**src/rtl/lik_pkg.sv**
```systemverilog
package lik_pkg;

  // Number of CORDIC micro-rotations in every atan2 unit (8 to 24).
  localparam int CORDIC_STAGES = 16;

  // Datapath widths.
  localparam int CW = 40;       // CORDIC x and y
  localparam int ZW = 20;       // CORDIC angle accumulator
  localparam int SQ_W = 38;     // square root remainder
  localparam int SQ_RW = 18;    // square root result
  localparam int DV_RW = 52;    // divider remainder
  localparam int DEN_W = 33;    // divider denominator, 2 * a3 * a4
  localparam int Q_W = 18;      // divider quotient

  localparam int SQ1_BITS = 18; // root bits of the first square root
  localparam int SQ2_BITS = 17; // root bits of the second square root
  localparam int DIV_BITS = 18; // quotient bits of the knee cosine divide

  function automatic int imax(input int a, input int b);
    return (a > b) ? a : b;
  endfunction

  // Pipeline schedule: index of the register stage that holds each step.
  localparam int CORDIC_LAT = CORDIC_STAGES + 1;
  localparam int B1 = 2;
  localparam int C1 = B1 + SQ1_BITS + 1;
  localparam int CA2 = B1 + CORDIC_LAT + 1;
  localparam int E1 = B1 + imax(SQ1_BITS, CORDIC_LAT) + 1;
  localparam int B2 = E1 + 1;
  localparam int C2 = B2 + SQ2_BITS + 1;
  localparam int CA14 = B2 + CORDIC_LAT + 1;
  localparam int E2 = B2 + imax(SQ2_BITS, CORDIC_LAT) + 1;
  localparam int K6 = E2 + 1;
  localparam int B3 = K6 + 1;
  localparam int E3 = B3 + CORDIC_LAT + 1;
  localparam int OUT = E3 + 1;

  localparam logic signed [ZW-1:0] HALF_PI = 20'sd102944;
  localparam logic [Q_W-1:0] ONE_Q16 = 18'd65536;
  localparam logic signed [17:0] KNEE_OFFSET_RESET = 18'sd16685;

  typedef enum logic [1:0] {
    REG_HIP_OFFSET = 2'd0,
    REG_UPPER_LINK = 2'd1,
    REG_LOWER_LINK = 2'd2,
    REG_KNEE_OFFSET = 2'd3
  } cfg_reg_t;

  typedef enum logic [1:0] {
    ST_OK = 2'd0,
    ST_CLAMP = 2'd1,
    ST_FAIL = 2'd2
  } ik_status_t;

  // Per-item context that travels down the pipeline.
  typedef struct packed {
    logic [1:0] leg;
    logic signed [17:0] x;
    logic signed [17:0] y;
    logic signed [17:0] z;
    logic e_neg;
    logic zlink;
    logic num_neg;
    logic ovf;
    logic [17:0] es;
    logic signed [17:0] dk;
    logic [16:0] s;
    logic signed [ZW-1:0] a_zy;
    logic signed [ZW-1:0] a_ed;
    logic signed [ZW-1:0] a_xe;
    logic signed [ZW-1:0] a_t4;
    logic signed [ZW-1:0] a_hip;
    logic [1:0] status;
  } ctx_t;

  // atan(2^-i) in Q16, rounded to nearest.
  function automatic logic signed [ZW-1:0] atan_entry(input logic [4:0] i);
    logic signed [ZW-1:0] r;
    case (i)
      5'd0: r = 20'sd51472;
      5'd1: r = 20'sd30386;
      5'd2: r = 20'sd16055;
      5'd3: r = 20'sd8150;
      5'd4: r = 20'sd4091;
      5'd5: r = 20'sd2047;
      5'd6: r = 20'sd1024;
      5'd7: r = 20'sd512;
      5'd8: r = 20'sd256;
      5'd9: r = 20'sd128;
      5'd10: r = 20'sd64;
      5'd11: r = 20'sd32;
      5'd12: r = 20'sd16;
      5'd13: r = 20'sd8;
      5'd14: r = 20'sd4;
      5'd15: r = 20'sd2;
      5'd16: r = 20'sd1;
      default: r = '0;
    endcase
    return r;
  endfunction

endpackage

```
**src/rtl/lik_sqrt_cell.sv**
```systemverilog
module lik_sqrt_cell
  import lik_pkg::*;
(
  input  logic             clk,
  input  logic             en,
  input  logic [4:0]       bit_pos,
  input  logic [SQ_W-1:0]  rem_in,
  input  logic [SQ_RW-1:0] root_in,
  output logic [SQ_W-1:0]  rem_out,
  output logic [SQ_RW-1:0] root_out
);

  logic [5:0]      sh;
  logic [SQ_W-1:0] trial;

  // (r + 2^k)^2 - r^2 = r * 2^(k+1) + 2^(2k)
  always_comb begin
    sh = {1'b0, bit_pos} + 6'd1;
    trial = (SQ_W'(root_in) << sh) + (SQ_W'(1) << {bit_pos, 1'b0});
  end

  always_ff @(posedge clk) begin
    if (en) begin
      if (rem_in >= trial) begin
        rem_out <= rem_in - trial;
        root_out <= root_in | (SQ_RW'(1) << bit_pos);
      end else begin
        rem_out <= rem_in;
        root_out <= root_in;
      end
    end
  end

endmodule

```
**config.mk**
```make
export PLATFORM = sky130hd
export DESIGN_NAME = lik_sqrt_cell
export DESIGN_NICKNAME = d
export VERILOG_FILES = /design/src/rtl/lik_pkg.sv /design/src/rtl/lik_sqrt_cell.sv
export SDC_FILE = /design/constraint.sdc
export NUM_CORES = 1
export LEC_CHECK = 0
export BUFFER_PORTS_ARGS = -buffer_cell sky130_fd_sc_hd__buf_4
export CORE_ASPECT_RATIO = 1.1
export CORE_MARGIN = 3
export CORE_UTILIZATION = 45
export CTS_BUF_LIST = sky130_fd_sc_hd__clkbuf_2
export DETAILED_ROUTE_END_ITERATION = 6
export PLACE_DENSITY = 0.74
export SKIP_LAST_GASP = 1
export SYNTH_ARGS = -nofsm -noshare
export SYNTH_HDL_FRONTEND = slang
export SYNTH_SLANG_ARGS = --single-unit
```
**constraint.sdc**
```tcl
create_clock -name clk -period 13.49 [get_ports clk]
set_input_delay 2.0235 -clock clk [delete_from_list [all_inputs] [get_ports clk]]
set_output_delay 2.0235 -clock clk [all_outputs]
set_load 0.1 [all_outputs]
```
==> impl_metrics.ini <==
[sta]
worst_pin_slew_ns = 0.924
layout_worst_path_cycle_share = 0.809
setup_tns_ns = 0
relSlewSlack = 0.379
layout_min_cycle_time_ns = 10.92
fmax_mhz = 91.6
rsz0062_at_grt = no
setup_violations = 0
hold_viol_final = 0
slew_viol_final = 0

[worst_setup_path]
max_stage_delay_ns = 0.93
worstSetupEndpointType = flop
cp_num_buf_inv = 5
arrival_ns = 11.27
path_common_cell = nor2_1
required_ns = 13.84
slowest_stage = ha_1
path_max_fanout = 56
crit_type = primary input to flop
start_kind = primary input
crit_family = compound AO/OA/AOI/OAI gates

[floorplanning]
die_area_mm2 = 0.0178
rows = 48
die_w_um = 127
ioPinCount = 119
core-area_mm2 = 0.0158
die_h_um = 140
initial_utilization = 0.462

[cells_and_area]
mostFrequentLayoutCell = buf_4
final_cells = 1177
fin_util = 0.532
nNetsFinal = 1104
drive_gt1_frac = 0.181
layout_common_cells = buf_4 (123), nand2_1 (100), nor2_1 (82), o21ai_0 (74), ha_1 (65)
syn2layout_area_growth_pct = 15.2
design_area_mm2 = 0.00840

[cts]
cts_setup_buffers = 0
cts_hold_buffers = 0
cts_tree = yes
cts-buffers-inserted = 5
cts.reportedPaths.clkPinSlew_ns = 0.32
clockBufferDepth = 2
cts.sinks = 56
clockRootBuffer = clkbuf_2
cts_resized = 0
htree_levels = 2

[logic_synthesis]
synth_compound_area_frac = 0.254
synthTopCellsByArea = edfxtp_1 (23%), ha_1 (11%), nand2_1 (5.1%), o21ai_0 (5.1%), xnor2_1 (4.7%)
synth.area.mux_share = 0.0984
synth_adder_area_share = 0.114
synth_warnings = 0
ys_seq_area_frac = 0.230
synthSimpleGateAreaFrac = 0.177
synth_xor_area_frac = 0.0818
syn-cell-area_mm2 = 0.00730
synthArstFlopShare = 0
synth_top_area_frac = 0.230
synth.distinct_cells = 71
synth_top_family_by_area = compound AO/OA/AOI/OAI gates
ys_ff_latch = 56
synth_top_area_cell = edfxtp_1
synth-edff-count = 56
syn_area_per_cell_um2 = 8.24
yosys_most_used_dff = edfxtp_1
synth_fp_nets = 1015
synthCells = 886

[placed_design]
dp_cells = 1168
hpwl_um = 18000
place_congestion = 1.06
io_buffers = 118
placed_area_mm2 = 0.00831

[drt]
drt_iter0_drc = 697
drc = 0
postRouteAntennaNets = 0
wl_um = 22300
firstDrtPassIters = 5
wl_per_cell_um = 19.0
vias = 7114
via_per_inst = 6.04

[grt]
grt_start_max_net_pins = 57
grt_pass1_vias = 6784
grt_pass1_wl_um = 35300
overflow = 0
grt_antenna_before_repair = 1
grt_use_total = 0.246

[run_status]
status = finished clean

[worst_hold_path]
min_to = rem_out[24]
hold_path_class = primary input to flop
hold_start = rem_in[24]
hold_depth = 3

[power]
ir_worst_vdd_uv = 62.5
p_per_area_mw_per_mm2 = 123
total_power_w = 0.00104
leakage_nw = 3.59

[run]
maxCapViolations = 0
-- metrics by stage --
stage | worst slack, ns | hold slack, ns
6_report | 2.57 | 1.73
5_1_grt | 1.89 | 1.70
4_1_cts | 2.64 | 1.71
3_5_place_dp | 2.02 | 2.32
3_3_place_gp | 2.18 | 2.31
2_1_floorplan | 3.94 | 2.14
-- cell families after synthesis --
logic type	count (synthesis)
buffers and inverters	77
AND/OR/NAND/NOR	279
multiplexers	56
XOR/XNOR	66
flip-flops	56
adder cells (fa/ha/maj)	66
AO/OA/AOI/OAI	286
-- worst max path at each step --
| stage | slack (ns) | end | start | cells after the start |
|---|---|---|---|---|
| finish | 2.57 | rem_out[1] | bit_pos[0] | 31 |
| floorplan | 3.94 | rem_out[31] | bit_pos[0] | 35 |
| global route | 1.89 | rem_out[1] | bit_pos[0] | 31 |
| global placement | 2.18 | rem_out[1] | bit_pos[0] | 31 |
| CTS | 2.64 | rem_out[1] | bit_pos[0] | 31 |
| detailed placement | 2.02 | rem_out[1] | bit_pos[0] | 31 |
-- sequential cells by signal (all words and copies together) (netlist names) --
register,cells
rem_out,38
root_out,18
-- cell usage after synthesis (3+ instances only) --
cell type,count
nand2_1,100
nor2_1,82
o21ai_0,74
ha_1,65
a21oi_1,63
edfxtp_1,56
a21o_1,40
xnor2_1,39
inv_1,35
mux2i_1,32
clkbuf_1,27
xor2_1,26
nand3_1,20
nor2b_1,14
and2_1,13
mux2_2,12
mux4_2,11
nand4_1,11
o22ai_1,11
a31oi_1,10
and3_1,10
o21a_1,10
o21bai_1,10
o31ai_1,10
a31o_2,8
a211oi_1,7
buf_2,7
nand2b_1,7
nor3_1,7
a211o_1,5
o211ai_1,5
a22oi_1,4
buf_1,4
a41oi_1,3
o32ai_1,3
-- where the power goes --
group          total, W  switching (W)  internal, W  leakage [nW]
clock          0.000112      0.0000619    0.0000504        0.0536
combinational  0.000680       0.000480     0.000200          2.99
sequential     0.000245     0.00000886     0.000236         0.547
-- per-layer routing --
layer | track usage | part of all wire | vias up
li1 | - | - | 3449
met1 | 0.307 | 0.41 | 3308
met2 | 0.419 | 0.48 | 297
met3 | 0.0441 | 0.067 | 60
met4 | 0.0977 | 0.039 | 0
met5 | 0 | 0 | -
-- layout make-up --
class                   instances  area, um^2
fillers                      1537        7390
multi-input cells             753        5320
flip-flops and latches         56        1680
repair buffers                123         923
well taps                     200         250
inverters                      36         135
clock inverters                 3        68.8
clock buffers                   5        25.0
diodes                          1        2.50
(Power assumes the default switching activity.)
