[src/rtl/lik_pkg.sv]
package lik_pkg;

  // Number of CORDIC micro-rotations in every atan2 unit (8 to 24).
  localparam int CORDIC_STAGES = 16;

  // Datapath widths.
  localparam int CW = 40;       // CORDIC x and y
  localparam int ZW = 20;       // CORDIC angle accumulator
  localparam int SQ_W = 38;     // square root remainder
  localparam int SQ_RW = 18;    // square root result
  localparam int DV_RW = 52;    // divider remainder
  localparam int DEN_W = 33;    // divider denominator, 2 * a3 * a4
  localparam int Q_W = 18;      // divider quotient

  localparam int SQ1_BITS = 18; // root bits of the first square root
  localparam int SQ2_BITS = 17; // root bits of the second square root
  localparam int DIV_BITS = 18; // quotient bits of the knee cosine divide

  function automatic int imax(input int a, input int b);
    return (a > b) ? a : b;
  endfunction

  // Pipeline schedule: index of the register stage that holds each step.
  localparam int CORDIC_LAT = CORDIC_STAGES + 1;
  localparam int B1 = 2;
  localparam int C1 = B1 + SQ1_BITS + 1;
  localparam int CA2 = B1 + CORDIC_LAT + 1;
  localparam int E1 = B1 + imax(SQ1_BITS, CORDIC_LAT) + 1;
  localparam int B2 = E1 + 1;
  localparam int C2 = B2 + SQ2_BITS + 1;
  localparam int CA14 = B2 + CORDIC_LAT + 1;
  localparam int E2 = B2 + imax(SQ2_BITS, CORDIC_LAT) + 1;
  localparam int K6 = E2 + 1;
  localparam int B3 = K6 + 1;
  localparam int E3 = B3 + CORDIC_LAT + 1;
  localparam int OUT = E3 + 1;

  localparam logic signed [ZW-1:0] HALF_PI = 20'sd102944;
  localparam logic [Q_W-1:0] ONE_Q16 = 18'd65536;
  localparam logic signed [17:0] KNEE_OFFSET_RESET = 18'sd16685;

  typedef enum logic [1:0] {
    REG_HIP_OFFSET = 2'd0,
    REG_UPPER_LINK = 2'd1,
    REG_LOWER_LINK = 2'd2,
    REG_KNEE_OFFSET = 2'd3
  } cfg_reg_t;

  typedef enum logic [1:0] {
    ST_OK = 2'd0,
    ST_CLAMP = 2'd1,
    ST_FAIL = 2'd2
  } ik_status_t;

  // Per-item context that travels down the pipeline.
  typedef struct packed {
    logic [1:0] leg;
    logic signed [17:0] x;
    logic signed [17:0] y;
    logic signed [17:0] z;
    logic e_neg;
    logic zlink;
    logic num_neg;
    logic ovf;
    logic [17:0] es;
    logic signed [17:0] dk;
    logic [16:0] s;
    logic signed [ZW-1:0] a_zy;
    logic signed [ZW-1:0] a_ed;
    logic signed [ZW-1:0] a_xe;
    logic signed [ZW-1:0] a_t4;
    logic signed [ZW-1:0] a_hip;
    logic [1:0] status;
  } ctx_t;

  // atan(2^-i) in Q16, rounded to nearest.
  function automatic logic signed [ZW-1:0] atan_entry(input logic [4:0] i);
    logic signed [ZW-1:0] r;
    case (i)
      5'd0: r = 20'sd51472;
      5'd1: r = 20'sd30386;
      5'd2: r = 20'sd16055;
      5'd3: r = 20'sd8150;
      5'd4: r = 20'sd4091;
      5'd5: r = 20'sd2047;
      5'd6: r = 20'sd1024;
      5'd7: r = 20'sd512;
      5'd8: r = 20'sd256;
      5'd9: r = 20'sd128;
      5'd10: r = 20'sd64;
      5'd11: r = 20'sd32;
      5'd12: r = 20'sd16;
      5'd13: r = 20'sd8;
      5'd14: r = 20'sd4;
      5'd15: r = 20'sd2;
      5'd16: r = 20'sd1;
      default: r = '0;
    endcase
    return r;
  endfunction

endpackage

[src/rtl/lik_div_cell.sv]
module lik_div_cell
  import lik_pkg::*;
(
  input  logic             clk,
  input  logic             en,
  input  logic [4:0]       bit_pos,
  input  logic [DEN_W-1:0] den,
  input  logic [DV_RW-1:0] rem_in,
  input  logic [Q_W-1:0]   q_in,
  output logic [DV_RW-1:0] rem_out,
  output logic [Q_W-1:0]   q_out
);

  logic [DV_RW-1:0] trial;

  assign trial = DV_RW'(den) << bit_pos;

  always_ff @(posedge clk) begin
    if (en) begin
      if (rem_in >= trial) begin
        rem_out <= rem_in - trial;
        q_out <= q_in | (Q_W'(1) << bit_pos);
      end else begin
        rem_out <= rem_in;
        q_out <= q_in;
      end
    end
  end

endmodule

[config.mk]
export PLATFORM = sky130hd
export DESIGN_NAME = lik_div_cell
export DESIGN_NICKNAME = d
export VERILOG_FILES = /design/src/rtl/lik_pkg.sv /design/src/rtl/lik_div_cell.sv
export SDC_FILE = /design/constraint.sdc
export NUM_CORES = 1
export LEC_CHECK = 0
export BUFFER_PORTS_ARGS = -buffer_cell sky130_fd_sc_hd__buf_4
export CAP_MARGIN = 20
export CORE_ASPECT_RATIO = 1.75
export CORE_MARGIN = 5
export CORE_UTILIZATION = 30
export DETAILED_ROUTE_END_ITERATION = 10
export GPL_TIMING_DRIVEN = 1
export RECOVER_POWER = 50
export SLEW_MARGIN = 20
export SYNTH_ARGS = -nofsm -noshare
export SYNTH_HDL_FRONTEND = slang
export SYNTH_SLANG_ARGS = --single-unit
[constraint.sdc]
create_clock -name clk -period 4.4 [get_ports clk]
set_clock_uncertainty 0.2 [all_clocks]
set_input_delay 0.22 -clock clk [delete_from_list [all_inputs] [get_ports clk]]
set_output_delay 0.22 -clock clk [all_outputs]
set_load 0.01 [all_outputs]
==> qor.txt, run 1 <==
post-DR vias/cell = 5.26
detailed placement HPWL = 27,600 µm
antenna-violating nets left = 0
hold path startpoint = bit_pos[3]
CP Launch Type = input port
WL/cell = 18.9 µm
area of the mapped netlist = 8050 µm²
initial antenna violation count = 0
asr flop ratio synth = 0%
Area growth syn-to-layout = 58.2%
TritonCTS Sinks = 70
RD Place Congestion = 0.991
Yosys Warn Count = 0
Cell Count, Final, Fillers Out = 1,779
core area = 26,600 µm²
final WL = 33,600 µm
crit share post-route = 96.7%
Hold EP = q_out[1]
Slew Limit Fails = 71
total grt overflow = 0
IO Port Bufs = 179
Setup Viol. Count Final = 0
EDFF count, synth = 70
drt pass-1 iters = 5
max frequency = 0.235 GHz
largest net degree at the start of global routing = 71
max_cap viols = 1
slowest stage delay, CP = 0.58 ns
worst hold stages = 3
setup TNS = 0 ns
HP Class = in2reg
vias in the first global route = 9,630
fin nets = 1,614
multi-input combinational cell area = 5760 µm²
initial core utilization = 30.3%
CTS Root Cell = clkbuf_16
CP Capture Type = flop
die area = 30,300 µm²
failing checks = max-capacitance violations, max-slew violations
Reg area = 2100 µm²
# rows = 79
post-synthesis cell type count = 73
Gate Count Post-Synth = 976
Clock Power Share = 19.7%
CTS Buf Count = 9
worst path arrival time = 4.17 ns
worst relative slew slack = -168%
Top cell by count, worst path = buf_4
Fillers = 2,587
CP Cell Sequence = buf_4 -> buf_4 -> buf_4 -> mux4_2 -> mux2i_2 -> nand2_1 -> o21ai_0 -> buf_4 -> nor2_1 -> a21oi_2 -> buf_4 -> ha_1 -> a21o_1 -> a31o_1 -> a221oi_4 -> o31ai_2 -> a21oi_2 -> o21ai_2 -> a31oi_4 -> buf_6 -> nor2_1 -> a31o_2
mean post-synth cell area = 8.25 µm²
Core Util, Final = 47.9%
critical-path maximum fanout = 6
Ant. Diodes = 0
global-route wire length before repair = 50,500 µm
clock slew at reported path FFs = 0.07 ns
Final min period = 4.25 ns
Die Ht = 227 µm
CTS tree = built
H-tree levels = 3
Int Power = 0.00239 W
CP Class = in2reg
Longest Clk Path Bufs = 2
Via Count = 9,357
First DRT Iteration DRCs = 538
Lkg Pwr = 5.66 nW
Mapped Nets = 1,140
Switching Share = 37.5%
Yosys reg bits = 70
Fin. Hold Viols = 0
I/O pin total = 180
worst setup margin = 0.145 ns
Cell Pwr Density = 301 nW/µm²
Worst Tran Pin Value = 4.02 ns
post-synthesis sequential area ratio = 26.1%
combinational share of power = 56.2%
DIE WIDTH = 134 µm
Remaining DRCs = 0
slowest stage cell, crit path = mux4_2
outcome = finished with violations
VDD IR-drop max = 0.000187 V
Reg power frac = 24.1%
Global Route Usage Sum = 21.6%
Psw = 0.00144 W
Crit path required time = 4.32 ns
Most used DFF post-synth = edfxtp_1
pre-CTS WS = -0.554 ns
DP Cell Count = 1,685
share of cells above drive strength 1 = 35.9%
## cell families (layout without fill, tap and decap cells)
family,after synthesis,in the layout,share of synthesized area (%)
compound gates,320,320,25.6
xor+xnor,46,46,5.01
fa+ha+maj,54,54,8.49
simple gates,344,344,19.0
flops,70,70,26.1
mux,69,69,11.6
buf+inv,73,552,4.13
## cell usage in the layout (no fill, tap or decap), types with 11 or more instances in the layout
cell type / netlist / routed
buf_4: 5 / 402
nand2_1: 162 / 162
o21ai_0: 96 / 86
nor2_1: 81 / 80
a21oi_1: 86 / 77
dlygate4sd3_1: 0 / 70
edfxtp_1: 70 / 70
ha_1: 53 / 52
a21o_1: 37 / 37
clkbuf_1: 31 / 32
mux2i_1: 35 / 31
xor2_1: 25 / 25
xnor2_1: 21 / 21
nand3_1: 19 / 18
mux4_2: 17 / 17
inv_1: 15 / 15
mux2_2: 15 / 14
o21ai_1: 5 / 14
a21oi_2: 5 / 14
nor3_1: 14 / 13
nand2b_1: 11 / 11
nand4_1: 11 / 11
## layout make-up
class                           instances  area share (%)
Multi-Input combinational cell        833            45.2
Timing Repair Buffer                  518            32.2
Sequential cell                        70            16.5
Tap cell                              324            3.18
Clock buffer                            9            1.77
Clock inverter                          7           0.580
Inverter                               18           0.531
## cells in the mapped netlist, types with 11 or more instances
cell type / n / share of area [%]
nand2_1: 162 / 7.6
o21ai_0: 96 / 6.0
a21oi_1: 86 / 5.3
nor2_1: 81 / 3.8
edfxtp_1: 70 / 26
ha_1: 53 / 8.2
a21o_1: 37 / 3.5
mux2i_1: 35 / 4.4
clkbuf_1: 31 / 1.4
xor2_1: 25 / 2.7
xnor2_1: 21 / 2.3
nand3_1: 19 / 1.2
mux4_2: 17 / 4.8
inv_1: 15 / 0.70
mux2_2: 15 / 2.1
nor3_1: 14 / 0.87
nand2b_1: 11 / 0.86
nand4_1: 11 / 0.86
## state kept, by name (all words and copies together) (netlist names)
signal	count
q_out	18
rem_out	52
## routing by layer
layer	vias to the layer above	wire length (µm)	global-route usage, %
li1	4555	-	-
met1	4336	11000	19.6
met2	327	18500	42.4
met3	139	1420	3.20
met4	0	2650	16.4
met5	-	0	0
## critical path, delay by kind of cell
| family | cells | cell delay (ns) |
|---|---|---|
| AO/OA/AOI/OAI | 10 | 1.83 |
| adder cells (fa/ha/maj) | 1 | 0.23 |
| buffers and inverters | 6 | 0.87 |
| multiplexers | 2 | 0.80 |
| AND/OR/NAND/NOR | 3 | 0.21 |
## worst max path at each step
stage	startpoint	endpoint	slack, ns	cells past startpoint
after floorplan	bit_pos[1]	rem_out[15]	0.04	19
after global placement	bit_pos[0]	rem_out[37]	-0.58	17
after detailed placement	bit_pos[0]	rem_out[37]	-0.55	17
after CTS	bit_pos[0]	q_out[15]	0.02	22
after global routing	bit_pos[0]	rem_out[45]	-0.05	18
final	bit_pos[0]	q_out[15]	0.15	22
## power by group through the flow
stage / combinational [W] / clock, W / sequential [W]
after global placement: 0.00205 / 0 / 0.000934
final: 0.00215 / 0.000754 / 0.000923
after detailed placement: 0.00206 / 0 / 0.000937
after global routing: 0.00233 / 0.000797 / 0.000936
after CTS: 0.00213 / 0.000779 / 0.000925
after floorplan: 0.000984 / 0 / 0.000993
## timing repair
action	in CTS	in global routing
pin swaps	1	10
gates resized for setup	6	40
hold endpoints to repair	70	0
cloned	0	1
buffers inserted	1	6
endpoints found under the setup margin	12	57
hold buffers	70	0
## per-stage QoR
step | area (µm²) | total power, W | hold slack [ns]
2_1_floorplan | 8060 | 0.00198 | 0.132
3_3_place_gp | 11600 | 0.00299 | 0.266
3_5_place_dp | 11600 | 0.00300 | 0.272
4_1_cts | 12600 | 0.00384 | 0.138
5_1_grt | 12700 | 0.00407 | 0.168
6_report | 12700 | 0.00383 | 0.177
Power figures use the tool's default switching activity.
==> inputs of run 2 (changes only) <==
clock period = 4.65 ns   (was 4.4 ns; I/O delays follow)
==> run 2 against run 1 <==
Net effect:
- the flow still finishes with violations (max-capacitance violations, max-slew violations)
- cell area shrank 5.2%
- highest routed layer unchanged
- clock power grew 14%
- count of clock-buffer cells in the layout is the same
- worst hold slack got worse by 0.17 ns
- total power fell by 5.4%
- sequential share of layout area rose by 0.90 points
- sequential cell count stayed put
- final cell count is 3.7% lower
- largest power group unchanged
- first-iteration DRC count grew 8.6%
- die area is the same
- wire length fell by 4.1%
==> qor.txt, run 2 (synthesis gave the netlist of run 1 again) <==
detailed placement HPWL = 26,800 µm (-3.2%)
final WL = 32,200 µm (-4.1%)
Lkg Pwr = 5.33 nW (-5.8%)
antenna-violating nets left = 0 (unchanged)
clock slew at reported path FFs = 0.06 ns (about the same)
failing checks = max-capacitance violations, max-slew violations
WL/cell = 18.8 µm (-0.45%)
TritonCTS Sinks = 70 (unchanged)
worst hold stages = 3 (unchanged)
Global Route Usage Sum = 21.1% (-0.52 points)
outcome = finished with violations
Ant. Diodes = 0 (unchanged)
RD Place Congestion = 1.01 (+1.5%)
# rows = 79 (unchanged)
Via Count = 8,976 (-4.1%)
HP Class = in2reg
crit share post-route = 97.0%
Regs by FF count = rem_out x52, q_out x18
Hold EP = rem_out[34]
DP Cell Count = 1,634 (-3.0%)
commonest non-fill, non-tap cell in the layout = buf_4
max frequency = 0.222 GHz
total grt overflow = 0 (unchanged)
global-route wire length before repair = 49,200 µm (-2.5%)
RSZ-0062 raised after global routing = no
CP Launch Type = input port
Longest Clk Path Bufs = 2 (unchanged)
hold path startpoint = rem_in[34]
critical-path maximum fanout = 18 (+12)
Slew Limit Fails = 71 (unchanged)
worst path arrival time = 4.42 ns (+0.25 ns)
Cell Pwr Density = 300 nW/µm² (-0.27%)
CTS tree = built
most frequent cells in the layout = 349 x buf_4, 162 x nand2_1, 92 x o21ai_0
drt pass-1 iters = 5 (unchanged)
I/O pin total = 180 (unchanged)
initial core utilization = 30.3% (unchanged)
vias in the first global route = 9,342 (-3.0%)
initial antenna violation count = 0 (unchanged)
CP Class = in2reg
core area = 26,600 µm² (unchanged)
WHS = 0.0114 ns (-0.165 ns)
Worst Tran Pin Value = 3.89 ns (-0.130 ns)
register with the most flip-flops = rem_out
CTS Buf Count = 9 (unchanged)
CP Capture Type = flop
die area = 30,300 µm² (unchanged)
Final min period = 4.51 ns
fin nets = 1,549 (-4.0%)
worst relative slew slack = -160% (+8.6 points)
max reg flops = 52 (unchanged)
DIE WIDTH = 134 µm (unchanged)
Remaining DRCs = 0 (unchanged)
post-DR vias/cell = 5.24 (-0.43%)
largest net degree at the start of global routing = 71 (unchanged)
Area growth syn-to-layout = 50.0%
max_cap viols = 1 (unchanged)
IO Port Bufs = 179 (unchanged)
Die Ht = 227 µm (unchanged)
Crit path required time = 4.56 ns (+0.24 ns)
Cell Count, Final, Fillers Out = 1,714 (-3.7%)
Setup Viol. Count Final = 0 (unchanged)
CTS Root Cell = clkbuf_16
First DRT Iteration DRCs = 584 (+8.6%)
Core Util, Final = 45.4% (-2.5 points)
H-tree levels = 3 (unchanged)
share of cells above drive strength 1 = 31.5% (-4.4 points)
VDD IR-drop max = 0.000200 V (+6.8%)
post-route cell area = 12,100 µm² (-5.2%)
Fin. Hold Viols = 0 (unchanged)
placed cell area = 11,200 µm² (-3.7%)
==> run 2: repair_timing <==
item	CTS	global route
hold buffers	64	0
setup endpoints to repair	0	32
setup buffers	0	0
gates resized for setup	0	10
endpoints found under the hold margin	64	0
==> run 2: through the flow <==
step | setup TNS (ns) | power, W | worst slack, ns
4_1_cts | 0 | 0.00369 | 0.102
3_5_place_dp | -6.27 | 0.00276 | -0.303
5_1_grt | 0 | 0.00386 | 0.0000462
6_report | 0 | 0.00362 | 0.139
3_3_place_gp | -5.88 | 0.00275 | -0.201
2_1_floorplan | 0 | 0.00187 | 0.118
==> run 2: worst max-delay path by stage <==
stage             endpoint  startpoint  slack [ns]  cells after the start
2_1_floorplan  rem_out[15]  bit_pos[0]        0.12                     19
3_3_place_gp   rem_out[10]  bit_pos[0]       -0.20                     17
3_5_place_dp   rem_out[37]  bit_pos[0]       -0.30                     15
4_1_cts        rem_out[37]  bit_pos[0]        0.10                     15
5_1_grt        rem_out[10]  bit_pos[0]     0.00005                     18
6_report       rem_out[10]  bit_pos[0]        0.14                     17
==> run 2: layout make-up <==
| class | instances | area (µm²) |
|---|---|---|
| multi-input cells | 833 | 5640 |
| fillers | 2655 | 14500 |
| repair buffers | 453 | 3490 |
| inverters | 18 | 67.6 |
| clock inverters | 7 | 136 |
| clock buffers | 9 | 225 |
| flip-flops and latches | 70 | 2100 |
| well taps | 324 | 405 |
==> run 2: worst max-delay path: stages <==
cell      delay [ns]
buf_4           0.24
buf_4           0.16
mux4_2          0.55
mux2_2          0.31
mux2i_1         0.13
inv_1           0.10
a21oi_1         0.38
ha_1            0.33
a21o_1          0.20
a21o_1          0.21
a221oi_4        0.37
o31ai_2         0.15
a21oi_2         0.16
o21ai_2         0.08
a31oi_4         0.19
buf_4           0.26
mux2_2          0.38
==> run 2: where the power goes <==
group	internal, W	leakage, nW	switching (W)
clock network	0.000574	0.175	0.000284
logic	0.000905	4.47	0.000985
registers	0.000844	0.683	0.0000300
total	0.00232	5.33	0.00130
==> run 2: per-layer routing <==
layer | vias up | part of all wire [%] | global-route usage, %
li1 | 4427 | - | -
met4 | 0 | 8.4 | 16.9
met3 | 136 | 3.6 | 3.35
met2 | 273 | 55 | 40.5
met1 | 4140 | 34 | 19.3
met5 | - | 0 | 0
